===== src/hdl/ppt_pkg.sv =====
`timescale 1ns / 1ps

package ppt_pkg;

  // Table geometry
  localparam int CAPACITY = 16;
  localparam int ADDR_W   = (CAPACITY > 1) ? $clog2(CAPACITY) : 1;
  localparam int CNT_W    = $clog2(CAPACITY + 1);

  // Word field widths
  localparam int DATA_W = 32;
  localparam int OP_W   = 3;
  localparam int IDX_W  = 4;
  localparam int STAT_W = 2;

  typedef enum logic [OP_W-1:0] {
    OP_INSERT    = 3'd0,
    OP_REMOVE    = 3'd1,
    OP_REMOVE_AT = 3'd2,
    OP_REPLACE   = 3'd3,
    OP_READ      = 3'd4
  } op_e;

  typedef enum logic [STAT_W-1:0] {
    STAT_DONE    = 2'd0,
    STAT_FULL    = 2'd1,
    STAT_NOMATCH = 2'd2
  } stat_e;

  typedef enum logic [3:0] {
    S_IDLE,
    S_DECIDE,
    S_SCAN,
    S_COMMIT,
    S_PLAN,
    S_SHIFT,
    S_FILL,
    S_READ,
    S_FINISH
  } state_e;

  // Commands from the controller to the datapath
  typedef struct packed {
    logic  load;
    logic  scan_init;
    logic  scan_step;
    logic  scan_commit;
    logic  plan;
    logic  shift_step;
    logic  fill_step;
    logic  fill_commit;
    logic  read_issue;
    logic  read_take;
    logic  set_status;
    stat_e status_code;
    logic  emit;
  } ppt_cmd_t;

  // Status from the datapath to the controller
  typedef struct packed {
    logic [OP_W-1:0] op;
    logic            full;
    logic            idx_ok;
    logic            scan_done;
    logic            match_zero;
    logic            plan_even;
    logic            shift_done;
    logic            fill_done;
    logic            out_free;
  } ppt_stat_t;

endpackage


===== src/hdl/ppt_ram.sv =====
`timescale 1ns / 1ps

module ppt_ram #(
  parameter int WIDTH = 32,
  parameter int DEPTH = 16
) (
  input  logic                                      clk_i,
  input  logic                                      we_i,
  input  logic [((DEPTH > 1) ? $clog2(DEPTH) : 1)-1:0] waddr_i,
  input  logic [WIDTH-1:0]                          wdata_i,
  input  logic [((DEPTH > 1) ? $clog2(DEPTH) : 1)-1:0] raddr_i,
  output logic [WIDTH-1:0]                          rdata_o
);

  logic [WIDTH-1:0] mem_q [DEPTH];
  logic [WIDTH-1:0] rdata_q;

  // Write port and registered read port
  always_ff @(posedge clk_i) begin
    if (we_i) begin
      mem_q[waddr_i] <= wdata_i;
    end
    rdata_q <= mem_q[raddr_i];
  end

  assign rdata_o = rdata_q;

endmodule


===== src/hdl/ppt_dp.sv =====
`timescale 1ns / 1ps

module ppt_dp import ppt_pkg::*; (
  input  logic                     clk_i,
  input  logic                     rst_ni,
  input  ppt_cmd_t                 cmd_i,
  output ppt_stat_t                stat_o,
  input  logic [OP_W-1:0]          operation_i,
  input  logic signed [DATA_W-1:0] value_i,
  input  logic signed [DATA_W-1:0] new_value_i,
  input  logic [IDX_W-1:0]         index_i,
  output logic                     out_valid_o,
  input  logic                     out_stall_i,
  output logic [STAT_W-1:0]        status_o,
  output logic [CNT_W-1:0]         matched_o,
  output logic signed [DATA_W-1:0] read_data_o,
  output logic [CNT_W-1:0]         stored_o,
  output logic [CNT_W-1:0]         evens_held_o
);

  // Latched operation
  logic [OP_W-1:0]   op_q;
  logic [DATA_W-1:0] val_q;
  logic [DATA_W-1:0] nval_q;
  logic [IDX_W-1:0]  idx_q;

  // Table occupancy
  logic [CNT_W-1:0] total_q, total_d;
  logic [CNT_W-1:0] even_q, even_d;

  // Pass pointers and counters
  logic [CNT_W-1:0] rd_ptr_q, rd_ptr_d;
  logic [CNT_W-1:0] wr_ptr_q, wr_ptr_d;
  logic [CNT_W-1:0] keven_q, keven_d;
  logic [CNT_W-1:0] match_q, match_d;
  logic [CNT_W-1:0] sptr_q, sptr_d;
  logic [CNT_W-1:0] fptr_q, fptr_d;
  logic [CNT_W-1:0] fcnt_q, fcnt_d;
  logic             land_q, land_d;
  logic [CNT_W-1:0] land_pos_q, land_pos_d;
  stat_e            res_status_q, res_status_d;
  logic [DATA_W-1:0] rd_q;

  // Result register
  logic              out_valid_q, out_valid_d;
  logic [STAT_W-1:0] out_status_q;
  logic [CNT_W-1:0]  out_matched_q;
  logic [DATA_W-1:0] out_data_q;
  logic [CNT_W-1:0]  out_stored_q;
  logic [CNT_W-1:0]  out_evens_q;

  // RAM ports
  logic              ram_we;
  logic [ADDR_W-1:0] ram_waddr;
  logic [DATA_W-1:0] ram_wdata;
  logic [ADDR_W-1:0] ram_raddr;
  logic [DATA_W-1:0] ram_rdata;

  logic [DATA_W-1:0] plan_val;
  logic [CNT_W-1:0]  ins_cnt;
  logic              plan_even;
  logic              issue_scan;
  logic              issue_shift;
  logic              skip;
  logic              fill_go;
  logic [CNT_W-1:0]  shift_dst;

  ppt_ram #(
    .WIDTH (DATA_W),
    .DEPTH (CAPACITY)
  ) u_ram (
    .clk_i   (clk_i),
    .we_i    (ram_we),
    .waddr_i (ram_waddr),
    .wdata_i (ram_wdata),
    .raddr_i (ram_raddr),
    .rdata_o (ram_rdata)
  );

  // Insertion plan: value and copy count
  assign plan_val  = (op_q == OP_REPLACE) ? nval_q : val_q;
  assign ins_cnt   = (op_q == OP_REPLACE) ? match_q : CNT_W'(1);
  assign plan_even = ~plan_val[0];

  assign issue_scan  = rd_ptr_q < total_q;
  assign issue_shift = sptr_q > even_q;
  assign fill_go     = fcnt_q < ins_cnt;
  assign shift_dst   = land_pos_q + ins_cnt;

  // Drop a landed word when it matches the value or the target position
  assign skip = (op_q == OP_REMOVE_AT) ? (land_pos_q == CNT_W'(idx_q))
                                       : (ram_rdata == val_q);

  // Steer the RAM read address
  always_comb begin
    if (cmd_i.read_issue) begin
      ram_raddr = ADDR_W'(idx_q);
    end else if (cmd_i.shift_step) begin
      ram_raddr = ADDR_W'(sptr_q - CNT_W'(1));
    end else begin
      ram_raddr = rd_ptr_q[ADDR_W-1:0];
    end
  end

  // Steer the RAM write port
  always_comb begin
    ram_we    = 1'b0;
    ram_waddr = '0;
    ram_wdata = '0;
    if (cmd_i.scan_step && land_q && !skip) begin
      ram_we    = 1'b1;
      ram_waddr = wr_ptr_q[ADDR_W-1:0];
      ram_wdata = ram_rdata;
    end else if (cmd_i.shift_step && land_q) begin
      ram_we    = 1'b1;
      ram_waddr = shift_dst[ADDR_W-1:0];
      ram_wdata = ram_rdata;
    end else if (cmd_i.fill_step && fill_go) begin
      ram_we    = 1'b1;
      ram_waddr = fptr_q[ADDR_W-1:0];
      ram_wdata = plan_val;
    end
  end

  // Next state of counters and pointers
  always_comb begin
    total_d      = total_q;
    even_d       = even_q;
    rd_ptr_d     = rd_ptr_q;
    wr_ptr_d     = wr_ptr_q;
    keven_d      = keven_q;
    match_d      = match_q;
    sptr_d       = sptr_q;
    fptr_d       = fptr_q;
    fcnt_d       = fcnt_q;
    land_d       = 1'b0;
    land_pos_d   = land_pos_q;
    res_status_d = res_status_q;

    if (cmd_i.load) begin
      match_d      = '0;
      res_status_d = STAT_DONE;
    end

    if (cmd_i.scan_init) begin
      rd_ptr_d = '0;
      wr_ptr_d = '0;
      keven_d  = '0;
      match_d  = '0;
    end

    // Forward compaction pass
    if (cmd_i.scan_step) begin
      land_d     = issue_scan;
      land_pos_d = rd_ptr_q;
      if (issue_scan) begin
        rd_ptr_d = rd_ptr_q + CNT_W'(1);
      end
      if (land_q) begin
        if (skip) begin
          match_d = match_q + CNT_W'(1);
        end else begin
          wr_ptr_d = wr_ptr_q + CNT_W'(1);
          if (!ram_rdata[0]) begin
            keven_d = keven_q + CNT_W'(1);
          end
        end
      end
    end

    if (cmd_i.scan_commit) begin
      total_d = wr_ptr_q;
      even_d  = keven_q;
    end

    if (cmd_i.plan) begin
      sptr_d = total_q;
      fptr_d = plan_even ? even_q : total_q;
      fcnt_d = '0;
    end

    // Backward pass: move odd words up to open the even gap
    if (cmd_i.shift_step) begin
      land_d     = issue_shift;
      land_pos_d = sptr_q - CNT_W'(1);
      if (issue_shift) begin
        sptr_d = sptr_q - CNT_W'(1);
      end
    end

    if (cmd_i.fill_step && fill_go) begin
      fptr_d = fptr_q + CNT_W'(1);
      fcnt_d = fcnt_q + CNT_W'(1);
    end

    if (cmd_i.fill_commit) begin
      total_d = total_q + ins_cnt;
      if (plan_even) begin
        even_d = even_q + ins_cnt;
      end
    end

    if (cmd_i.set_status) begin
      res_status_d = cmd_i.status_code;
    end
  end

  // Result valid: set on emit, drop once taken
  always_comb begin
    out_valid_d = out_valid_q;
    if (cmd_i.emit) begin
      out_valid_d = 1'b1;
    end else if (out_valid_q && !out_stall_i) begin
      out_valid_d = 1'b0;
    end
  end

  always_ff @(posedge clk_i or negedge rst_ni) begin
    if (!rst_ni) begin
      total_q      <= '0;
      even_q       <= '0;
      rd_ptr_q     <= '0;
      wr_ptr_q     <= '0;
      keven_q      <= '0;
      match_q      <= '0;
      sptr_q       <= '0;
      fptr_q       <= '0;
      fcnt_q       <= '0;
      land_q       <= 1'b0;
      land_pos_q   <= '0;
      res_status_q <= STAT_DONE;
      out_valid_q  <= 1'b0;
    end else begin
      total_q      <= total_d;
      even_q       <= even_d;
      rd_ptr_q     <= rd_ptr_d;
      wr_ptr_q     <= wr_ptr_d;
      keven_q      <= keven_d;
      match_q      <= match_d;
      sptr_q       <= sptr_d;
      fptr_q       <= fptr_d;
      fcnt_q       <= fcnt_d;
      land_q       <= land_d;
      land_pos_q   <= land_pos_d;
      res_status_q <= res_status_d;
      out_valid_q  <= out_valid_d;
    end
  end

  // Capture the input word, read data and result payload
  always_ff @(posedge clk_i) begin
    if (cmd_i.load) begin
      op_q   <= operation_i;
      val_q  <= value_i;
      nval_q <= new_value_i;
      idx_q  <= index_i;
      rd_q   <= '0;
    end else if (cmd_i.read_take) begin
      rd_q <= ram_rdata;
    end
    if (cmd_i.emit) begin
      out_status_q  <= res_status_q;
      out_matched_q <= match_q;
      out_data_q    <= rd_q;
      out_stored_q  <= total_q;
      out_evens_q   <= even_q;
    end
  end

  // Status to the controller
  always_comb begin
    stat_o            = '0;
    stat_o.op         = op_q;
    stat_o.full       = total_q >= CNT_W'(CAPACITY);
    stat_o.idx_ok     = CNT_W'(idx_q) < total_q;
    stat_o.scan_done  = !issue_scan && !land_q;
    stat_o.match_zero = match_q == '0;
    stat_o.plan_even  = plan_even;
    stat_o.shift_done = !issue_shift && !land_q;
    stat_o.fill_done  = !fill_go;
    stat_o.out_free   = !out_valid_q || !out_stall_i;
  end

  assign out_valid_o  = out_valid_q;
  assign status_o     = out_status_q;
  assign matched_o    = out_matched_q;
  assign read_data_o  = out_data_q;
  assign stored_o     = out_stored_q;
  assign evens_held_o = out_evens_q;

endmodule


===== src/hdl/ppt_ctrl.sv =====
`timescale 1ns / 1ps

module ppt_ctrl import ppt_pkg::*; (
  input  logic      clk_i,
  input  logic      rst_ni,
  input  logic      in_valid_i,
  output logic      in_stall_o,
  input  ppt_stat_t stat_i,
  output ppt_cmd_t  cmd_o
);

  state_e state_q, state_d;

  always_ff @(posedge clk_i or negedge rst_ni) begin
    if (!rst_ni) begin
      state_q <= S_IDLE;
    end else begin
      state_q <= state_d;
    end
  end

  always_comb begin
    state_d    = state_q;
    cmd_o      = '0;
    in_stall_o = 1'b1;
    case (state_q)
      // Take a new word
      S_IDLE: begin
        in_stall_o = 1'b0;
        if (in_valid_i) begin
          cmd_o.load = 1'b1;
          state_d    = S_DECIDE;
        end
      end

      // Dispatch on the operation
      S_DECIDE: begin
        case (stat_i.op)
          OP_INSERT: begin
            if (stat_i.full) begin
              cmd_o.set_status  = 1'b1;
              cmd_o.status_code = STAT_FULL;
              state_d           = S_FINISH;
            end else begin
              state_d = S_PLAN;
            end
          end
          OP_REMOVE, OP_REPLACE: begin
            cmd_o.scan_init = 1'b1;
            state_d         = S_SCAN;
          end
          OP_REMOVE_AT: begin
            if (stat_i.idx_ok) begin
              cmd_o.scan_init = 1'b1;
              state_d         = S_SCAN;
            end else begin
              cmd_o.set_status  = 1'b1;
              cmd_o.status_code = STAT_NOMATCH;
              state_d           = S_FINISH;
            end
          end
          OP_READ: begin
            if (stat_i.idx_ok) begin
              cmd_o.read_issue = 1'b1;
              state_d          = S_READ;
            end else begin
              cmd_o.set_status  = 1'b1;
              cmd_o.status_code = STAT_NOMATCH;
              state_d           = S_FINISH;
            end
          end
          default: begin
            state_d = S_FINISH;
          end
        endcase
      end

      // Compact the table, dropping matches
      S_SCAN: begin
        cmd_o.scan_step = 1'b1;
        if (stat_i.scan_done) begin
          state_d = S_COMMIT;
        end
      end

      S_COMMIT: begin
        cmd_o.scan_commit = 1'b1;
        if (stat_i.match_zero) begin
          cmd_o.set_status  = 1'b1;
          cmd_o.status_code = STAT_NOMATCH;
          state_d           = S_FINISH;
        end else if (stat_i.op == OP_REPLACE) begin
          state_d = S_PLAN;
        end else begin
          state_d = S_FINISH;
        end
      end

      S_PLAN: begin
        cmd_o.plan = 1'b1;
        state_d    = stat_i.plan_even ? S_SHIFT : S_FILL;
      end

      // Open room after the even group
      S_SHIFT: begin
        cmd_o.shift_step = 1'b1;
        if (stat_i.shift_done) begin
          state_d = S_FILL;
        end
      end

      // Write the new copies
      S_FILL: begin
        cmd_o.fill_step = 1'b1;
        if (stat_i.fill_done) begin
          cmd_o.fill_commit = 1'b1;
          state_d           = S_FINISH;
        end
      end

      S_READ: begin
        cmd_o.read_take = 1'b1;
        state_d         = S_FINISH;
      end

      // Hold until the result register is free
      S_FINISH: begin
        if (stat_i.out_free) begin
          cmd_o.emit = 1'b1;
          state_d    = S_IDLE;
        end
      end

      default: begin
        state_d = S_IDLE;
      end
    endcase
  end

endmodule


===== src/hdl/parity_partitioned_table.sv =====
`timescale 1ns / 1ps

// Table of up to 16 signed words, even values ahead of odd values, each
// group in arrival order. One input word carries an operation (insert,
// remove all of a value, remove at index, replace, read); each produces one
// result word with status, match count, read data and the occupancy after it.
// Input channel: in_valid_i / in_stall_o; a word is taken when valid is high
// and stall low. in_stall_o is low only while no operation is in progress.
// Output channel: out_valid_o / out_stall_i with a result register, so a new
// input word is taken while the previous result still waits.
// Each word is first decoded. Remove, remove at index and replace compact
// the table in a forward pass that drops the matching entries; a replace
// with matches or an insert then writes the new copies, after a backward
// pass that moves odd entries up when the new value is even. A read takes
// its data from the RAM; a refused operation or spare code goes straight to
// the result; then the controller goes idle to take the next word. Each
// pass moves one entry per cycle through the one-read, one-write table RAM.
// Reset empties the table by clearing the counts and drops any pending
// result; the table memory is not cleared. While out_stall_i is high a
// pending result holds and a finished operation waits for the result register.

module parity_partitioned_table import ppt_pkg::*; (
  input  logic                     clk_i,
  input  logic                     rst_ni,
  input  logic                     in_valid_i,
  output logic                     in_stall_o,
  input  logic [OP_W-1:0]          operation_i,
  input  logic signed [DATA_W-1:0] value_i,
  input  logic signed [DATA_W-1:0] new_value_i,
  input  logic [IDX_W-1:0]         index_i,
  output logic                     out_valid_o,
  input  logic                     out_stall_i,
  output logic [STAT_W-1:0]        status_o,
  output logic [CNT_W-1:0]         matched_o,
  output logic signed [DATA_W-1:0] read_data_o,
  output logic [CNT_W-1:0]         stored_o,
  output logic [CNT_W-1:0]         evens_held_o
);

  ppt_cmd_t  cmd;
  ppt_stat_t stat;

  ppt_ctrl u_ctrl (
    .clk_i      (clk_i),
    .rst_ni     (rst_ni),
    .in_valid_i (in_valid_i),
    .in_stall_o (in_stall_o),
    .stat_i     (stat),
    .cmd_o      (cmd)
  );

  ppt_dp u_dp (
    .clk_i        (clk_i),
    .rst_ni       (rst_ni),
    .cmd_i        (cmd),
    .stat_o       (stat),
    .operation_i  (operation_i),
    .value_i      (value_i),
    .new_value_i  (new_value_i),
    .index_i      (index_i),
    .out_valid_o  (out_valid_o),
    .out_stall_i  (out_stall_i),
    .status_o     (status_o),
    .matched_o    (matched_o),
    .read_data_o  (read_data_o),
    .stored_o     (stored_o),
    .evens_held_o (evens_held_o)
  );

endmodule


===== config.mk =====
export PLATFORM = sky130hd
export DESIGN_NAME = parity_partitioned_table
export DESIGN_NICKNAME = d
export VERILOG_FILES = /design/src/hdl/ppt_pkg.sv /design/src/hdl/ppt_ram.sv /design/src/hdl/ppt_dp.sv /design/src/hdl/ppt_ctrl.sv /design/src/hdl/parity_partitioned_table.sv
export SDC_FILE = /design/constraint.sdc
export NUM_CORES = 1
export LEC_CHECK = 0
export BUFFER_PORTS_ARGS = -buffer_cell sky130_fd_sc_hd__buf_2
export CAP_MARGIN = 20
export CORE_MARGIN = 3
export CORE_UTILIZATION = 54
export CTS_CLUSTER_SIZE = 8
export DETAILED_ROUTE_END_ITERATION = 6
export PLACE_DENSITY = 0.71
export SLEW_MARGIN = 20
export SYNTH_ARGS = -nofsm -noshare
export SYNTH_HDL_FRONTEND = slang
export SYNTH_SLANG_ARGS = --single-unit

===== constraint.sdc =====
create_clock -name clk_i -period 13.9 [get_ports clk_i]
set_input_delay 0.695 -clock clk_i [delete_from_list [all_inputs] [get_ports clk_i]]
set_output_delay 0.695 -clock clk_i [all_outputs]
set_load 0.02 [all_outputs]

==> results of run 1 <==
## where the power goes
| part | switching, mW | leakage (nW) | internal (mW) |
|---|---|---|---|
| registers | 0.159 | 6.60 | 2.67 |
| logic | 1.03 | 3.73 | 0.470 |
| clock network | 0.911 | 1.44 | 1.41 |
## metrics by stage
step	setup slack, ns	utilization, %
6_report	8.59	63.9
5_1_grt	8.33	63.9
3_3_place_gp	8.75	58.3
2_1_floorplan	6.62	-
3_5_place_dp	8.58	58.3
4_1_cts	8.57	63.8
## synth_stat cells (all sizes together), types with 3 or more instances
cell type and n:
ha 35, a311oi 3, a31oi 4, nand4 9, o211ai 5, nor2 48
a221o 3, dfxtp 64, dfrtp 57, a21oi 318, nand2 403, fa 3
xor2 35, a211oi 12, nor4b 9, inv 31, o21a 5, and3 7
mux2i 46, a221oi 128, o21ai 62, xnor2 18, nor3 11, or4 36
a211o 3, a21o 13, nand3 17, clkbuf 70, edfxtp 632, buf 69
and2 4, o31ai 4, nor3b 3, nor2b 10, mux2 6, nand2b 3
nor4 12
## path summary, 6_finish.rpt
path,endpoint,cells after the start,startpoint,slack (ns)
worst max-delay path,u_dp.u_ram.mem_q[1][11],11,u_dp.op_q[2],8.59
worst min-delay path,u_dp.nval_q[13],1,new_value_i[13],0.20
worst max register to register,u_dp.u_ram.mem_q[1][11],11,u_dp.op_q[2],8.59
worst min register to register,u_dp.read_data_o[25],0,u_dp.rd_q[25],0.41
max in group asynchronous,u_dp.fptr_q[2],2,rst_ni,13.15
min in group asynchronous,u_ctrl.state_q[0],2,rst_ni,0.22
## sequential cells by signal, indices dropped and copies added (netlist names), 32 cells and up
register / count
u_dp.nval_q: 32
u_dp.rd_q: 32
u_dp.val_q: 32
u_dp.u_ram.mem_q: 512
u_dp.read_data_o: 32
u_dp.u_ram.rdata_o: 32
## layer usage
metal  global-route usage (%)  wire, um
met4                     8.12      1760
met2                     39.9     35900
met5                        0         0
met3                     4.77      7620
met1                     39.4     33400
## layout make-up
class                   instances  area (sq um)  share of cell area [%]
multi-input cells            1301          7860                    22.6
flip-flops and latches        753         21700                    62.3
repair buffers                193          1180                    3.40
clock inverters                 8           184                   0.529
inverters                      32           123                   0.352
well taps                     739           925                    2.66
clock buffers                 160          2830                    8.15
## kinds of logic (layout without fill, tap and decap cells)
group | count (synthesis) | in the layout | synth area share [%]
fa+ha+maj | 38 | 38 | 1.65
simple gates | 579 | 579 | 8.55
flops | 753 | 753 | 72.0
mux | 52 | 52 | 1.78
buf+inv | 171 | 393 | 2.55
compound gates | 579 | 579 | 11.9
xor+xnor | 53 | 53 | 1.54
## worst max-delay path: cells and delay by family, from the launching register on
kind / cells / cell delay (ns)
fa+ha+maj: 1 / 0.38
flops: 1 / 0.57
compound gates: 4 / 1.27
simple gates: 4 / 1.78
buf+inv: 2 / 0.88
==> impl_metrics.json, run 1 <==
{
  "cp-start-kind": "register",
  "synth_cells": 2225,
  "max_cap_violations": 0,
  "post_cts_buffers": 0,
  "clk_latency_ns": 0.66,
  "dp.cells": 3017,
  "slowest_stage": "and4b_2",
  "yosysTopAreaCell": "edfxtp_1",
  "syn2layout_area_growth_pct": 15.5,
  "antenna_found_initial": 0,
  "stdcell_count": 3186,
  "synthArstFlopShare_pct": 7.57,
  "yosysUniqueCellTypes": 63,
  "clk_pin_slew_worst_paths_ns": 0.05,
  "dp_hpwl_um": 44400,
  "synthFlopType": "edfxtp_1",
  "routed_via_density": 6.25,
  "timing.hold.ws_ns": 0.204,
  "required_ns": 14.17,
  "tns_ns": 0,
  "grt_max_degree": 257,
  "first_pass_iters": 5,
  "status": "finished, final reports clean",
  "grt_pass1_vias": 19400,
  "stdcell_area_sq_um": 34800,
  "syn_nets": 2338,
  "yosysTopAreaCellShare_pct": 63.0,
  "grt_pass1_wl_um": 118000,
  "holdBufCountCts": 0,
  "layout_common_cells": "edfxtp_1 (632), nand2_1 (403), a21oi_1 (317)",
  "end_kind": "register",
  "drtIter0Drc": 2403,
  "num_vias": 19900,
  "critPathKind": "reg -> reg",
  "gp_congestion": 0.880,
  "htree_levels": 3,
  "io_pins": 126,
  "ys_seq_area_share_pct": 72.0,
  "ir_worst_vdd_mv": 0.118,
  "ys_ff_latch": 753,
  "clockRootBuffer": "clkbuf_16",
  "yosys-top-cells-area": "edfxtp_1 (63%), a21oi_1 (5.3%), nand2_1 (5.0%), dfrtp_1 (4.7%), dfxtp_1 (4.3%)",
  "rows": 85,
  "power_leakage_nw": 11.8,
  "final_antenna_net_count": 0,
  "layout_commonest_cell": "edfxtp_1",
  "path_max_fanout": 40,
  "hp-class": "in -> reg",
  "crit_top_cell": "buf_4",
  "cts_inserted_buffers": 104,
  "nets": 2498,
  "die_height_um": 242,
  "io_buffers": 125,
  "rsz0062_at_grt": "false",
  "cp.arrival_ns": 5.58,
  "grt_util_all_layers_pct": 26.4,
  "worstMarginPinSlew_ns": 1.12,
  "grt_overflow": 0,
  "max-slew-margin-rel_pct": 25.1,
  "drc": 0,
  "wirelength_um": 78700,
  "place_area_sq_um": 31700,
  "cts_buffer_depth": 3,
  "avgSynthCellArea_sq_um": 13.5,
  "wl_per_cell_um": 24.7,
  "die_x_um": 242,
  "drive_gt1_share_pct": 14.0,
  "power_density_nw_per_um2": 191,
  "fin_skew_ns": 0.0513,
  "die-area_sq_um": 58600,
  "num_antenna_cells": 0,
  "initial_core_util_pct": 55.3,
  "finalHoldViolCount": 0,
  "synth_edf_count": 632,
  "maxSlewViolCount": 0,
  "tritoncts": "yes",
  "power.total_mw": 6.64,
  "critPathMaxStageDelay_ns": 1.13,
  "fmax_ghz": 0.188,
  "num-fill-cells": 3903,
  "min_period_ns": 5.31,
  "clock_sinks": 753,
  "core-area_sq_um": 54500,
  "post_cts_resized": 0,
  "synth_warnings": 0,
  "setup_viol": 0,
  "fin_crit_sh_pct": 38.2,
  "synth.cell_area_sq_um": 30100,
  "crit_chain": "and3b_2 -> buf_4 -> nand2_1 -> ha_1 -> o2111ai_1 -> a21o_1 -> nand3_1 -> buf_4 -> o22ai_1 -> a21oi_1 -> and4b_2"
}
No activity file was read; power rests on OpenSTA's default activity.
==> inputs of run 2 (changes only) <==
- PLACE_DENSITY: 0.71 -> 0.74
- clock period: 13.9 -> 4.4 ns (I/O delays scaled with it)
==> run 2 against run 1 <==
  * Routed wire length is 2.9% higher
  * Cell count is 3.9% higher
  * Combinational power grew to 3.2 times the previous value
  * Critical path type unchanged
  * Core utilization is 2.6 points higher
  * Non-clock buffer count is 99 higher
  * Largest power group unchanged
  * Critical path depth is 3 lower
  * Clock skew is 0.017 ns higher
  * Die area stayed put
==> impl_metrics.json, run 2 (same netlist as run 1, synthesis figures left out) <==
{
  "fmax_ghz": 0.240,
  "htree_levels": 3,
  "clock_sinks": 753,
  "clockRootBuffer": "clkbuf_16",
  "grt.met2_usage_pct": 42.1,
  "clk_latency_ns": 0.67,
  "num_antenna_cells": 0,
  "power_density_nw_per_um2": 591,
  "drc": 0,
  "power_leakage_nw": 12.4,
  "core-area_sq_um": 54500,
  "swShare_pct": 31.7,
  "clk_pin_slew_worst_paths_ns": 0.05,
  "path_max_fanout": 32,
  "cts_inserted_buffers": 104,
  "layout_common_cells": "edfxtp_1 (632), nand2_1 (402), a21oi_1 (315)",
  "nets": 2597,
  "p_seq_share_pct": 42.1,
  "layout_commonest_cell": "edfxtp_1",
  "wl_per_cell_um": 24.5,
  "clock_power_share_pct": 35.3,
  "share_comb_of_total_power_pct": 22.6,
  "grt_overflow": 0,
  "regMostFlops": "u_dp.u_ram.mem_q",
  "initial_core_util_pct": 55.3,
  "use_met1_pct": 38.3,
  "num-fill-cells": 3563,
  "tritoncts": "yes",
  "intPower_mw": 14.6,
  "post_cts_buffers": 0,
  "grtUsageMet3_pct": 5.51,
  "io_pins": 126,
  "grt.busiest_layer": "met2",
  "grt_pass1_vias": 20500,
  "stdcell_count": 3309,
  "routed_via_density": 6.27,
  "status": "finished, final reports clean",
  "ir_worst_vdd_mv": 0.368,
  "num_vias": 20700,
  "fin_crit_sh_pct": 94.8,
  "cts_buffer_depth": 3,
  "gp_congestion": 0.889,
  "end_kind": "register",
  "syn2layout_area_growth_pct": 20.2,
  "cp.arrival_ns": 4.41,
  "hp-class": "in -> reg",
  "finalHoldViolCount": 0,
  "drtIter0Drc": 2370,
  "maxSlewViolCount": 0,
  "p_switching_mw": 6.77,
  "rsz0062_at_grt": "false",
  "dp_hpwl_um": 45900,
  "min_period_ns": 4.17,
  "dp.cells": 3044,
  "final_antenna_net_count": 0,
  "io_buffers": 125,
  "max-slew-margin-rel_pct": 31.5,
  "setup_viol": 0,
  "grt_util_all_layers_pct": 27.1,
  "rows": 85,
  "cp-start-kind": "register",
  "die_height_um": 242,
  "wirelength_um": 81000,
  "max_cap_violations": 0,
  "required_ns": 4.64,
  "first_pass_iters": 7,
  "drive_gt1_share_pct": 14.5,
  "fin_skew_ns": 0.0682,
  "tns_ns": 0,
  "grt_pass1_wl_um": 123000,
  "grt_max_degree": 114,
  "worstMarginPinSlew_ns": 0.998,
  "critPathKind": "reg -> reg",
  "die-area_sq_um": 58600,
  "antenna_found_initial": 3,
  "die_x_um": 242,
  "largest_reg_flops": 512
}
## run 2: cell types whose count changed in the layout (fill, tap and decap cells not counted), sizes merged
cell / change
clkbuf: +25
buf: +26
dlygate4sd3: +73
clkinv: -1
## run 2: what timing repair did
item	4_1_cts	5_1_grt
setup endpoints to repair	0	59
gates resized for setup	0	1
hold endpoints to repair	134	0
hold buffers	73	0
## run 2: final cells by class
cell class | count | area (sq um) | area share (%)
Sequential cell | 753 | 21700 | 59.9
Multi-Input combinational cell | 1301 | 7990 | 22.1
Tap cell | 739 | 925 | 2.55
Inverter | 32 | 123 | 0.339
Timing Repair Buffer | 292 | 2350 | 6.49
Clock inverter | 7 | 179 | 0.494
Clock buffer | 185 | 2940 | 8.12
## run 2: per-layer routing
metal	part of all wire (%)	vias to the layer above
met2	47	1386
met5	0	-
met4	3.0	0
li1	-	8961
met3	11	200
met1	39	10200
## run 2: path summary, 6_finish.rpt
| check | start | to | slack (ns) | cells after the start |
|---|---|---|---|---|
| min in group asynchronous | rst_ni | u_dp.out_valid_o | 0.28 | 3 |
| max | u_dp.op_q[1] | u_dp.u_ram.mem_q[13][0] | 0.23 | 8 |
| min | in_valid_i | u_dp.match_q[4] | 0.10 | 4 |
| max in group asynchronous | rst_ni | u_dp.fcnt_q[2] | 3.58 | 3 |
| min reg2reg | u_dp.rd_q[5] | u_dp.read_data_o[5] | 0.40 | 0 |
| max reg2reg | u_dp.op_q[1] | u_dp.u_ram.mem_q[13][0] | 0.23 | 8 |
## run 2: power groups by stage
stage | sequential, mW | clock [mW] | combinational (mW)
6_report | 9.00 | 7.56 | 4.84
5_1_grt | 9.04 | 7.99 | 5.18
4_1_cts | 8.97 | 7.56 | 4.73
3_5_place_dp | 9.09 | 0 | 4.62
3_3_place_gp | 9.08 | 0 | 4.45
2_1_floorplan | 8.94 | 0 | 3.16
## run 2: worst max-delay path: stages (launching register included)
cell      delay, ns
edfxtp_1       0.53
nor3b_2        0.26
or4_1          0.63
nor4_2         0.41
nor2_1         0.36
a222oi_1       0.61
buf_12         0.24
nor4b_4        0.21
buf_4          0.50
## run 2: stage by stage
step | hold slack (ns) | setup slack (ns) | total power [mW] | instance area [sq um] | util [%]
6_report | 0.103 | 0.230 | 21.4 | 36200 | 66.5
5_1_grt | 0.151 | 0.0318 | 22.2 | 36200 | 66.5
4_1_cts | 0.0683 | 0.151 | 21.3 | 36200 | 66.5
3_5_place_dp | 0.398 | 0.209 | 13.7 | 32300 | 59.4
3_3_place_gp | 0.398 | 0.344 | 13.5 | 32300 | 59.4
2_1_floorplan | -0.0756 | 0.00820 | 12.1 | 30400 | -
